$ cat config.mk
export PLATFORM = sky130hd
export DESIGN_NAME = swrm_ctrl
export DESIGN_NICKNAME = d
export VERILOG_FILES = /design/src/swrm_pkg.sv /design/src/swrm_ctrl.sv
export SDC_FILE = /design/constraint.sdc
export NUM_CORES = 1
export LEC_CHECK = 0
export ABC_AREA = 1
export CAP_MARGIN = 20
export CORE_AREA = 5 5 42 44
export CTS_BUF_LIST = sky130_fd_sc_hd__clkbuf_4 sky130_fd_sc_hd__clkbuf_8 sky130_fd_sc_hd__clkbuf_16
export CTS_CLUSTER_DIAMETER = 120
export CTS_CLUSTER_SIZE = 12
export DETAILED_ROUTE_END_ITERATION = 10
export DIE_AREA = 0 0 47 49
export DONT_BUFFER_PORTS = 1
export GPL_TIMING_DRIVEN = 0
export SYNTH_ARGS = -nofsm -noshare
export SYNTH_HDL_FRONTEND = slang
export SYNTH_SLANG_ARGS = --single-unit
$ cat constraint.sdc
create_clock -name clk -period 1.15 [get_ports clk]
set_clock_uncertainty 0.2 [all_clocks]
set_input_delay 0.0575 -clock clk [delete_from_list [all_inputs] [get_ports clk]]
set_output_delay 0.0575 -clock clk [all_outputs]
set_load 0.01 [all_outputs]
$ cat src/swrm_pkg.sv
// shared types and constants for the stack with running minimum
package swrm_pkg;

  localparam int VALUE_WIDTH = 32;
  localparam int DEPTH       = 128;
  localparam int COUNT_OUT_W = 8;

  typedef enum logic [1:0] {
    ST_OK        = 2'd0,
    ST_OVERFLOW  = 2'd1,
    ST_UNDERFLOW = 2'd2
  } status_t;

  typedef enum logic {
    FN_PUSH = 1'b0,
    FN_POP  = 1'b1
  } func_t;

  typedef struct packed {
    func_t                         func;
    logic signed [VALUE_WIDTH-1:0] push_value;
  } in_t;

  typedef struct packed {
    status_t                       status;
    logic signed [VALUE_WIDTH-1:0] top_value;
    logic signed [VALUE_WIDTH-1:0] min_value;
    logic [COUNT_OUT_W-1:0]        entry_count;
    logic                          is_empty;
  } out_t;

  typedef enum logic [1:0] {
    S_IDLE,
    S_LOAD,
    S_OUT
  } state_t;

  typedef struct packed {
    logic accept;
    logic load;
  } ctrl_cmd_t;

  typedef struct packed {
    logic pop_load;
  } dp_stat_t;

endpackage

$ cat src/swrm_ctrl.sv
// controller state machine: handshakes and sequencing of the pop reload
module swrm_ctrl (
  input  logic                 clk,
  input  logic                 rst_n,
  input  logic                 in_valid,
  output logic                 in_ready,
  output logic                 out_valid,
  input  logic                 out_ready,
  input  swrm_pkg::dp_stat_t   stat,
  output swrm_pkg::ctrl_cmd_t  cmd
);

  swrm_pkg::state_t state_r, state_nxt;

  always_ff @(posedge clk) begin
    if (!rst_n) begin
      state_r <= swrm_pkg::S_IDLE;
    end else begin
      state_r <= state_nxt;
    end
  end

  // next state
  always_comb begin
    state_nxt = state_r;
    case (state_r)
      swrm_pkg::S_IDLE: begin
        if (in_valid) begin
          state_nxt = stat.pop_load ? swrm_pkg::S_LOAD : swrm_pkg::S_OUT;
        end
      end
      swrm_pkg::S_LOAD: begin
        state_nxt = swrm_pkg::S_OUT;
      end
      swrm_pkg::S_OUT: begin
        if (out_ready) begin
          if (in_valid) begin
            state_nxt = stat.pop_load ? swrm_pkg::S_LOAD : swrm_pkg::S_OUT;
          end else begin
            state_nxt = swrm_pkg::S_IDLE;
          end
        end
      end
      default: begin
        state_nxt = swrm_pkg::S_IDLE;
      end
    endcase
  end

  // outputs
  always_comb begin
    in_ready   = (state_r == swrm_pkg::S_IDLE) ||
                 ((state_r == swrm_pkg::S_OUT) && out_ready);
    out_valid  = (state_r == swrm_pkg::S_OUT);
    cmd.accept = in_valid && in_ready;
    cmd.load   = (state_r == swrm_pkg::S_LOAD);
  end

endmodule

==> impl_metrics.env, run 1 <==
export IMPL_syn_num_nets=25
export IMPL_yosysTopAreaCell="dfxtp_1"
export IMPL_antenna_found_initial=0
export IMPL_syn_cell_area_um2=128.9
export IMPL_cts_tree="built"
export IMPL_async_reset_ff_frac=0
export IMPL_worst_slew_pin_slew_ns=0.2183
export IMPL_synth_warnings=0
export IMPL_rsz0062_at_grt="yes"
export IMPL_detail_route_wl_per_cell_um=7.452
export IMPL_r2r_start="state_r[0]"
export IMPL_seqCellArea_um2=41.29
export IMPL_max_freq_mhz=920.4
export IMPL_fin_crit_sh=0.9448
export IMPL_yosysMostFrequentCell="inv_1"
export IMPL_cp_start_kind="register"
export IMPL_ys_ff_latch=2
export IMPL_slew_violations=0
export IMPL_viasPerCell=3.167
export IMPL_violations="hold timing"
export IMPL_irDropWorstVdd_v=0.0002156
export IMPL_core_um2=1401
export IMPL_r2r_setup_slack_ns=0.27
export IMPL_ys_top_cells_by_area="dfxtp_1, inv_1, nand2_2, nand2_1, nor2_1"
export IMPL_wl_met2_um=145
export IMPL_wl_met3_um=24
export IMPL_drc=0
export IMPL_period_needed_ns=1.086
export IMPL_hpwl_um=247.6
export IMPL_largest_reg_flops=2
export IMPL_top_layer_used="met4"
export IMPL_p_total_mw=0.2740
export IMPL_cts_buffers_inserted=3
export IMPL_syn_avg_cell_area_um2=6.444
export IMPL_top_register="state_r"
export IMPL_grt_usage=0.03516
export IMPL_rows=14
export IMPL_leakagePower_nw=0.1090
export IMPL_yosys_top_cells_count="inv_1, nand2_1, nor2_1"
export IMPL_multi_input_area_um2=70.07
export IMPL_grt_pass1_wl_um=462
export IMPL_yosys_area_top_type_share=0.3107
export IMPL_insertion_delay_ns=0.22
export IMPL_gp_congestion=0.6176
export IMPL_cts_setup_buffers=0
export IMPL_synth_main_ff_cell="dfxtp_1"
export IMPL_fin_cells=42
export IMPL_syn_to_final_growth_pct=63.11
export IMPL_hp_start="out_ready"
export IMPL_ant_nets=0
export IMPL_crit_path_end_kind="primary output"
export IMPL_crit_required_ns=0.89
export IMPL_postCtsHoldBufs=3
export IMPL_clk_pin_slew_ns=0.03
export IMPL_min_path_cells=5
export IMPL_clockRootBuffer="clkbuf_4"
export IMPL_slew_headroom=0.8539
export IMPL_drive_above_1_share=0.3846
export IMPL_portBuffers=0
export IMPL_critPathCapture="in_ready"
export IMPL_r2r_end="state_r[0]"
export IMPL_die_x_um=47
export IMPL_synth_cell_types=9
export IMPL_dr_pass1_iters=2
export IMPL_setup_viol=0
export IMPL_hp_class="primary input to register"
export IMPL_htree_levels=1
export IMPL_status="finished, violations left"
export IMPL_holdWs_ns=-0.09396
export IMPL_ios=9
export IMPL_drv_cap=0
export IMPL_die_area_um2=2303
export IMPL_critPathMaxFanout=3
export IMPL_cp_arrival_ns=0.83
export IMPL_postSynthCellCount=20
export IMPL_fillers=164
export IMPL_cts_sinks=2
export IMPL_overflow=0
export IMPL_grt_max_degree=5
export IMPL_hold_viol_final=2
export IMPL_fp_dieH_um=49
export IMPL_crit_type="register to primary output"
export IMPL_drtIter0Drc=1
export IMPL_routed_wl_um=313
export IMPL_vias=133
export IMPL_final_net_count=33
export IMPL_grt_pass1_vias=124
export IMPL_synth_edf_count=0
export IMPL_rr_worst_depth=3
export IMPL_reg_top3="state_r x2"
export IMPL_wl_met1_um=115
export IMPL_yosysSeqAreaShare=0.3107
export IMPL_startpoint="state_r[0]"
export IMPL_power_density_nw_per_um2=1304
export IMPL_antenna_cells=0
export IMPL_dp_cells=36
export IMPL_tns_ns=0
export IMPL_clock_path_buffers=2
export IMPL_initial_core_util=0.09196
-- placed cells by master, fill, tap and decap left out --
master         instances
dfxtp_1                1
nand2_1                3
clkbuf_4               3
nor3_2                 1
a21boi_0               1
nor2_1                 2
inv_1                  6
inv_2                  1
nand3_2                1
dfxtp_2                1
nor2_4                 1
dlygate4sd3_1          3
nand2_2                2
-- where the power goes --
part           switching [mW]  internal (mW)  leakage [nW]
registers             0.00373         0.0747        0.0168
logic                  0.0258         0.0184        0.0784
clock network          0.0365          0.115        0.0138
total                  0.0660          0.208         0.109
-- kinds of logic (layout without fill, tap and decap cells) --
group / after synthesis / in the layout / share of synthesized area
buffers and inverters: 7 / 13 / 0.2038
and+or+nand+nor: 10 / 10 / 0.4272
DFF: 2 / 2 / 0.3107
AOI/OAI and AO/OA: 1 / 1 / 0.05827
-- per-layer routing --
layer	GRT usage	vias to the layer above
met3	0.01107	2
li1	-	70
met2	0.04072	6
met5	0	-
met4	0.08295	0
met1	0.02407	55
-- worst min path at each step --
| stage | to |
|---|---|
| after global placement | state_r[0] |
| after CTS | state_r[1] |
| after global routing | state_r[1] |
| after detailed placement | state_r[0] |
| final | state_r[1] |
| after floorplan | state_r[0] |
-- final cells by class --
cell class / count / area share
clock buffer: 3 / 0.1071
inverter: 7 / 0.1250
multi-input combinational: 11 / 0.3333
sequential: 2 / 0.1964
tap: 16 / 0.09524
timing repair buffer: 3 / 0.1429
-- metrics by stage --
step | utilization | setup WS (ns) | cell area (um^2)
2_1_floorplan | - | 0.2708 | 128.9
3_3_place_gp | 0.1063 | 0.2173 | 148.9
3_5_place_dp | 0.1063 | 0.2188 | 148.9
4_1_cts | 0.1455 | 0.01896 | 203.9
5_1_grt | 0.1500 | -0.0009919 | 210.2
6_report | 0.1500 | 0.06351 | 210.2
-- critical path: stages (launching register included) --
cell and delay, ns:
dfxtp_1 0.35, inv_2 0.06, nand2_2 0.11, inv_1 0.09
-- repair_timing --
item	in CTS	in global routing
endpoints found under the setup margin	1	3
gates resized for setup	1	2
endpoints found under the hold margin	2	2
No activity file was read; power rests on OpenSTA's default activity.
==> run 2, diff against run 1 <==
Clock period 1.15 ns to 1.2 ns, I/O delays scaled along.
==> impl_metrics.env, run 2 (synthesis results as in run 1) <==
export IMPL_layout_commonest_cell="inv_1"
export IMPL_max_freq_mhz=900.6
export IMPL_crit_required_ns=0.94
export IMPL_power_density_nw_per_um2=1271
export IMPL_antenna_found_initial=0
export IMPL_rsz0062_at_grt="no"
export IMPL_drive_above_1_share=0.3462
export IMPL_hp_class="primary input to register"
export IMPL_detail_route_wl_per_cell_um=7.452
export IMPL_drtIter0Drc=1
export IMPL_min_to="state_r[1]"
export IMPL_cts_tree="built"
export IMPL_status="finished, violations left"
export IMPL_multi_input_area_um2=65.06
export IMPL_ios=9
export IMPL_postCtsHoldBufs=3
export IMPL_p_clk_frac=0.558
export IMPL_top_register="state_r"
export IMPL_p_sw_frac=0.2372
export IMPL_p_total_mw=0.2592
export IMPL_pre_cts_ws_ns=0.2663
export IMPL_r2r_start="state_r[1]"
export IMPL_final_util=0.1455
export IMPL_overflow=0
export IMPL_grt_usage=0.03516
export IMPL_portBuffers=0
export IMPL_ant_nets=0
export IMPL_viasPerCell=3.167
export IMPL_tns_ns=0
export IMPL_insertion_delay_ns=0.22
export IMPL_slew_violations=0
export IMPL_grt_pass1_vias=124
export IMPL_clockRootBuffer="clkbuf_4"
export IMPL_seqCellArea_um2=40.04
export IMPL_holdWs_ns=-0.09138
export IMPL_period_needed_ns=1.110
export IMPL_critPathMaxFanout=4
export IMPL_violations="hold timing"
export IMPL_gp_congestion=0.6176
export IMPL_hp_start="out_ready"
export IMPL_cts_setup_buffers=0
export IMPL_cts_buffers_inserted=3
export IMPL_grt_pass1_wl_um=462
export IMPL_setup_viol=0
export IMPL_slew_headroom=0.8539
export IMPL_core_um2=1401
export IMPL_rows=14
export IMPL_largest_reg_flops=2
export IMPL_clk_pin_slew_ns=0.03
export IMPL_dr_pass1_iters=2
export IMPL_syn_to_final_growth_pct=58.25
export IMPL_fillers=166
export IMPL_vias=133
export IMPL_initial_core_util=0.09196
export IMPL_internal_power_mw=0.1977
export IMPL_cp_start_kind="register"
export IMPL_drv_cap=0
export IMPL_antenna_cells=0
export IMPL_reg_top3="state_r x2"
export IMPL_htree_levels=1
export IMPL_cp_arrival_ns=0.85
export IMPL_fp_dieH_um=49
export IMPL_die_area_um2=2303
export IMPL_crit_path_end_kind="primary output"
export IMPL_routed_wl_um=313
export IMPL_combPwrFrac=0.154
export IMPL_min_path_cells=5
export IMPL_die_x_um=47
export IMPL_drc=0
export IMPL_rr_worst_depth=3
export IMPL_worst_slew_pin_slew_ns=0.2183
export IMPL_power_frac_seq=0.288
export IMPL_clock_path_buffers=2
export IMPL_setup_ws_ns=0.08965
export IMPL_grt_max_degree=5
export IMPL_hold_viol_final=2
export IMPL_r2r_setup_slack_ns=0.31
export IMPL_r2r_end="state_r[0]"
export IMPL_layout_common_cells="inv_1, nand2_1, clkbuf_4, dlygate4sd3_1"
export IMPL_fin_crit_sh=0.9253
export IMPL_hpwl_um=247.6
export IMPL_cts_sinks=2
export IMPL_p_sw_mw=0.06148
export IMPL_irDropWorstVdd_v=0.0002060
export IMPL_leakagePower_nw=0.1076
export IMPL_crit_type="register to primary output"
export IMPL_final_net_count=33
==> run 2: cell counts in the layout (fill, tap and decap cells not counted) <==
No cell type changed its count.
==> run 2: layout make-up <==
cell class              count  share of cell area
clock buffers               3              0.1104
inverters                   7              0.1288
multi-input cells          11              0.3190
flip-flops and latches      2              0.1963
well taps                  16             0.09816
repair buffers              3              0.1472
==> run 2: worst max path at each step <==
stage / start / endpoint / slack (ns) / cells after the start
2_1_floorplan: state_r[1] / cmd[1] / 0.32 / 3
3_3_place_gp: state_r[1] / cmd[1] / 0.26 / 3
3_5_place_dp: state_r[1] / cmd[1] / 0.27 / 3
6_report: state_r[1] / cmd[1] / 0.09 / 3
4_1_cts: state_r[1] / cmd[1] / 0.02 / 3
5_1_grt: state_r[1] / in_ready / 0.01 / 3
==> run 2: stage by stage <==
step	hold slack, ns	instances	area, um^2
2_1_floorplan	-0.0007969	20	128.9
6_report	-0.09138	42	203.9
3_3_place_gp	0.003270	36	148.9
4_1_cts	-0.1039	42	201.4
5_1_grt	-0.07392	42	203.9
3_5_place_dp	0.005715	36	148.9
==> run 2: what timing repair did <==
| item | in CTS | in global routing |
|---|---|---|
| setup endpoints to repair | 0 | 1 |
| hold endpoints to repair | 2 | 2 |
| gates resized for setup | 0 | 1 |
==> run 2: per-layer routing <==
layer  GRT usage  share of wire
met1     0.02407           0.37
met2     0.04072           0.46
met3     0.01107          0.077
met4     0.08295          0.086
met5           0              0
==> run 2: power groups by stage <==
stage / Sequential, mW / Combinational, mW / Clock, mW
floorplan: 0.0750 / 0.0267 / 0
global placement: 0.0755 / 0.0301 / 0
detailed placement: 0.0755 / 0.0303 / 0
CTS: 0.0747 / 0.0395 / 0.155
global route: 0.0757 / 0.0447 / 0.159
finish: 0.0746 / 0.0399 / 0.145
==> run 2: worst max-delay path, cell delays in order, from the launching register on <==
cell	delay [ns]
dfxtp_1	0.32
nand2_2	0.09
nand2_2	0.08
nor2_2	0.14
==> run 3, diff against run 2 <==
Clock period 1.2 ns to 1.25 ns, I/O delays scaled along.
==> impl_metrics.env, run 3 (synthesis results as in run 1) <==
export IMPL_htree_levels=1
export IMPL_crit_type="primary input to primary output"
export IMPL_clk_pin_slew_ns=0.03
export IMPL_cpMostUsedCell="nand2_2"
export IMPL_syn_to_final_growth_pct=66.02
export IMPL_leakagePower_nw=0.1118
export IMPL_layout_common_cells="inv_1, dlygate4sd3_1, nand2_1, clkbuf_4"
export IMPL_period_needed_ns=1.173
export IMPL_worstPathCellList="dlygate4sd3_1 > inv_1 > nand2_2 > nand2_2 > nor2_2"
export IMPL_slew_headroom=0.8539
export IMPL_drive_above_1_share=0.3333
export IMPL_setup_viol=0
export IMPL_cts_tree="built"
export IMPL_die_area_um2=2303
export IMPL_critPathMaxFanout=3
export IMPL_cts_setup_buffers=0
export IMPL_rr_worst_depth=3
export IMPL_final_net_count=34
export IMPL_routed_wl_um=321
export IMPL_crit_required_ns=0.99
export IMPL_insertion_delay_ns=0.22
export IMPL_grt_max_degree=5
export IMPL_antenna_cells=0
export IMPL_r2r_setup_slack_ns=0.36
export IMPL_cp_arrival_ns=0.91
export IMPL_rsz0062_at_grt="no"
export IMPL_clockRootBuffer="clkbuf_4"
export IMPL_hold_viol_final=0
export IMPL_status="completed"
export IMPL_grt_pass1_vias=124
export IMPL_slowest_stage="dlygate4sd3_1"
export IMPL_hpwl_um=247.6
export IMPL_r2r_end="state_r[0]"
export IMPL_grt_usage=0.03586
export IMPL_core_um2=1401
export IMPL_die_x_um=47
export IMPL_layout_commonest_cell="inv_1"
export IMPL_irDropWorstVdd_v=0.0001975
export IMPL_cts_buffers_inserted=3
export IMPL_power_density_nw_per_um2=1174
export IMPL_final_util=0.1527
export IMPL_rows=14
export IMPL_drv_cap=0
export IMPL_r2r_start="state_r[1]"
export IMPL_crit_path_end_kind="primary output"
export IMPL_antenna_found_initial=0
export IMPL_initial_core_util=0.09196
export IMPL_cts_sinks=2
export IMPL_top_register="state_r"
export IMPL_ant_nets=0
export IMPL_tns_ns=0
export IMPL_fp_dieH_um=49
export IMPL_portBuffers=0
export IMPL_ios=9
export IMPL_fin_crit_sh=0.9387
export IMPL_overflow=0
export IMPL_viasPerCell=3.093
export IMPL_largest_reg_flops=2
export IMPL_startpoint="out_ready"
export IMPL_hp_class="primary input to register"
export IMPL_vias=133
export IMPL_max_freq_mhz=852.2
export IMPL_dr_pass1_iters=2
export IMPL_cpPeakStageDelay_ns=0.52
export IMPL_drc=0
export IMPL_critPathCapture="cmd[1]"
export IMPL_grt_pass1_wl_um=469
export IMPL_slew_violations=0
export IMPL_cp_start_kind="primary input"
export IMPL_clock_path_buffers=2
export IMPL_reg_top3="state_r x2"
export IMPL_worst_slew_pin_slew_ns=0.2183
export IMPL_drtIter0Drc=1
export IMPL_detail_route_wl_per_cell_um=7.465
export IMPL_gp_congestion=0.6176
[run 3: cell count changes in the layout (fill, tap and decap cells not counted), sizes merged]
| cell | previous run | this run |
|---|---|---|
| dlygate4sd3 | 3 | 4 |
[run 3: worst min-delay path by stage]
stage	startpoint	end	slack, ns	cells after the start
2_1_floorplan	stat	state_r[0]	0.002	2
3_3_place_gp	stat	state_r[0]	0.006	2
3_5_place_dp	stat	state_r[0]	0.008	2
4_1_cts	stat	state_r[0]	0.35	3
5_1_grt	stat	state_r[0]	0.40	3
6_report	stat	state_r[0]	0.36	3
[run 3: layout make-up]
cell class | instances | area, um^2
fill | 165 | 1187
tap | 16 | 20.02
sequential | 2 | 40.04
timing repair buffer | 4 | 40.04
inverter | 7 | 26.28
multi-input combinational | 11 | 65.06
clock buffer | 3 | 22.52
[run 3: power breakdown]
| group | leakage [nW] | switching (mW) | internal [mW] |
|---|---|---|---|
| Combinational | 0.0815 | 0.0227 | 0.0179 |
| Clock | 0.0138 | 0.0333 | 0.106 |
| Sequential | 0.0165 | 0.00339 | 0.0682 |
| Total | 0.112 | 0.0593 | 0.192 |
[run 3: metrics by stage]
stage / total power, mW / instance area, um^2 / hold WS, ns / worst slack, ns / cells
global route: 0.2705 / 214.0 / 0.3996 / 0.03029 / 43
floorplan: 0.09760 / 128.9 / 0.001703 / 0.3658 / 20
global placement: 0.1014 / 148.9 / 0.005770 / 0.3123 / 36
finish: 0.2511 / 214.0 / 0.3605 / 0.07662 / 43
detailed placement: 0.1016 / 148.9 / 0.008215 / 0.3138 / 36
CTS: 0.2609 / 211.5 / 0.3548 / 0.01558 / 43
[run 3: critical path: cells and delay by family]
family / cells / cell delay (ns)
buffers and inverters: 2 / 0.56
AND/OR/NAND/NOR: 3 / 0.29
[run 3: what timing repair did]
item | CTS | global route
endpoints found under the setup margin | 0 | 1
gates resized for setup | 0 | 1
hold buffers | 4 | 0
hold endpoints to repair | 2 | 0
[run 3: layer usage]
layer,vias to the layer above,GRT usage,wire length (um)
li1,72,-,-
met1,53,0.02407,115
met2,6,0.04299,147
met3,2,0.01107,30
met4,0,0.08295,27
met5,-,0,0
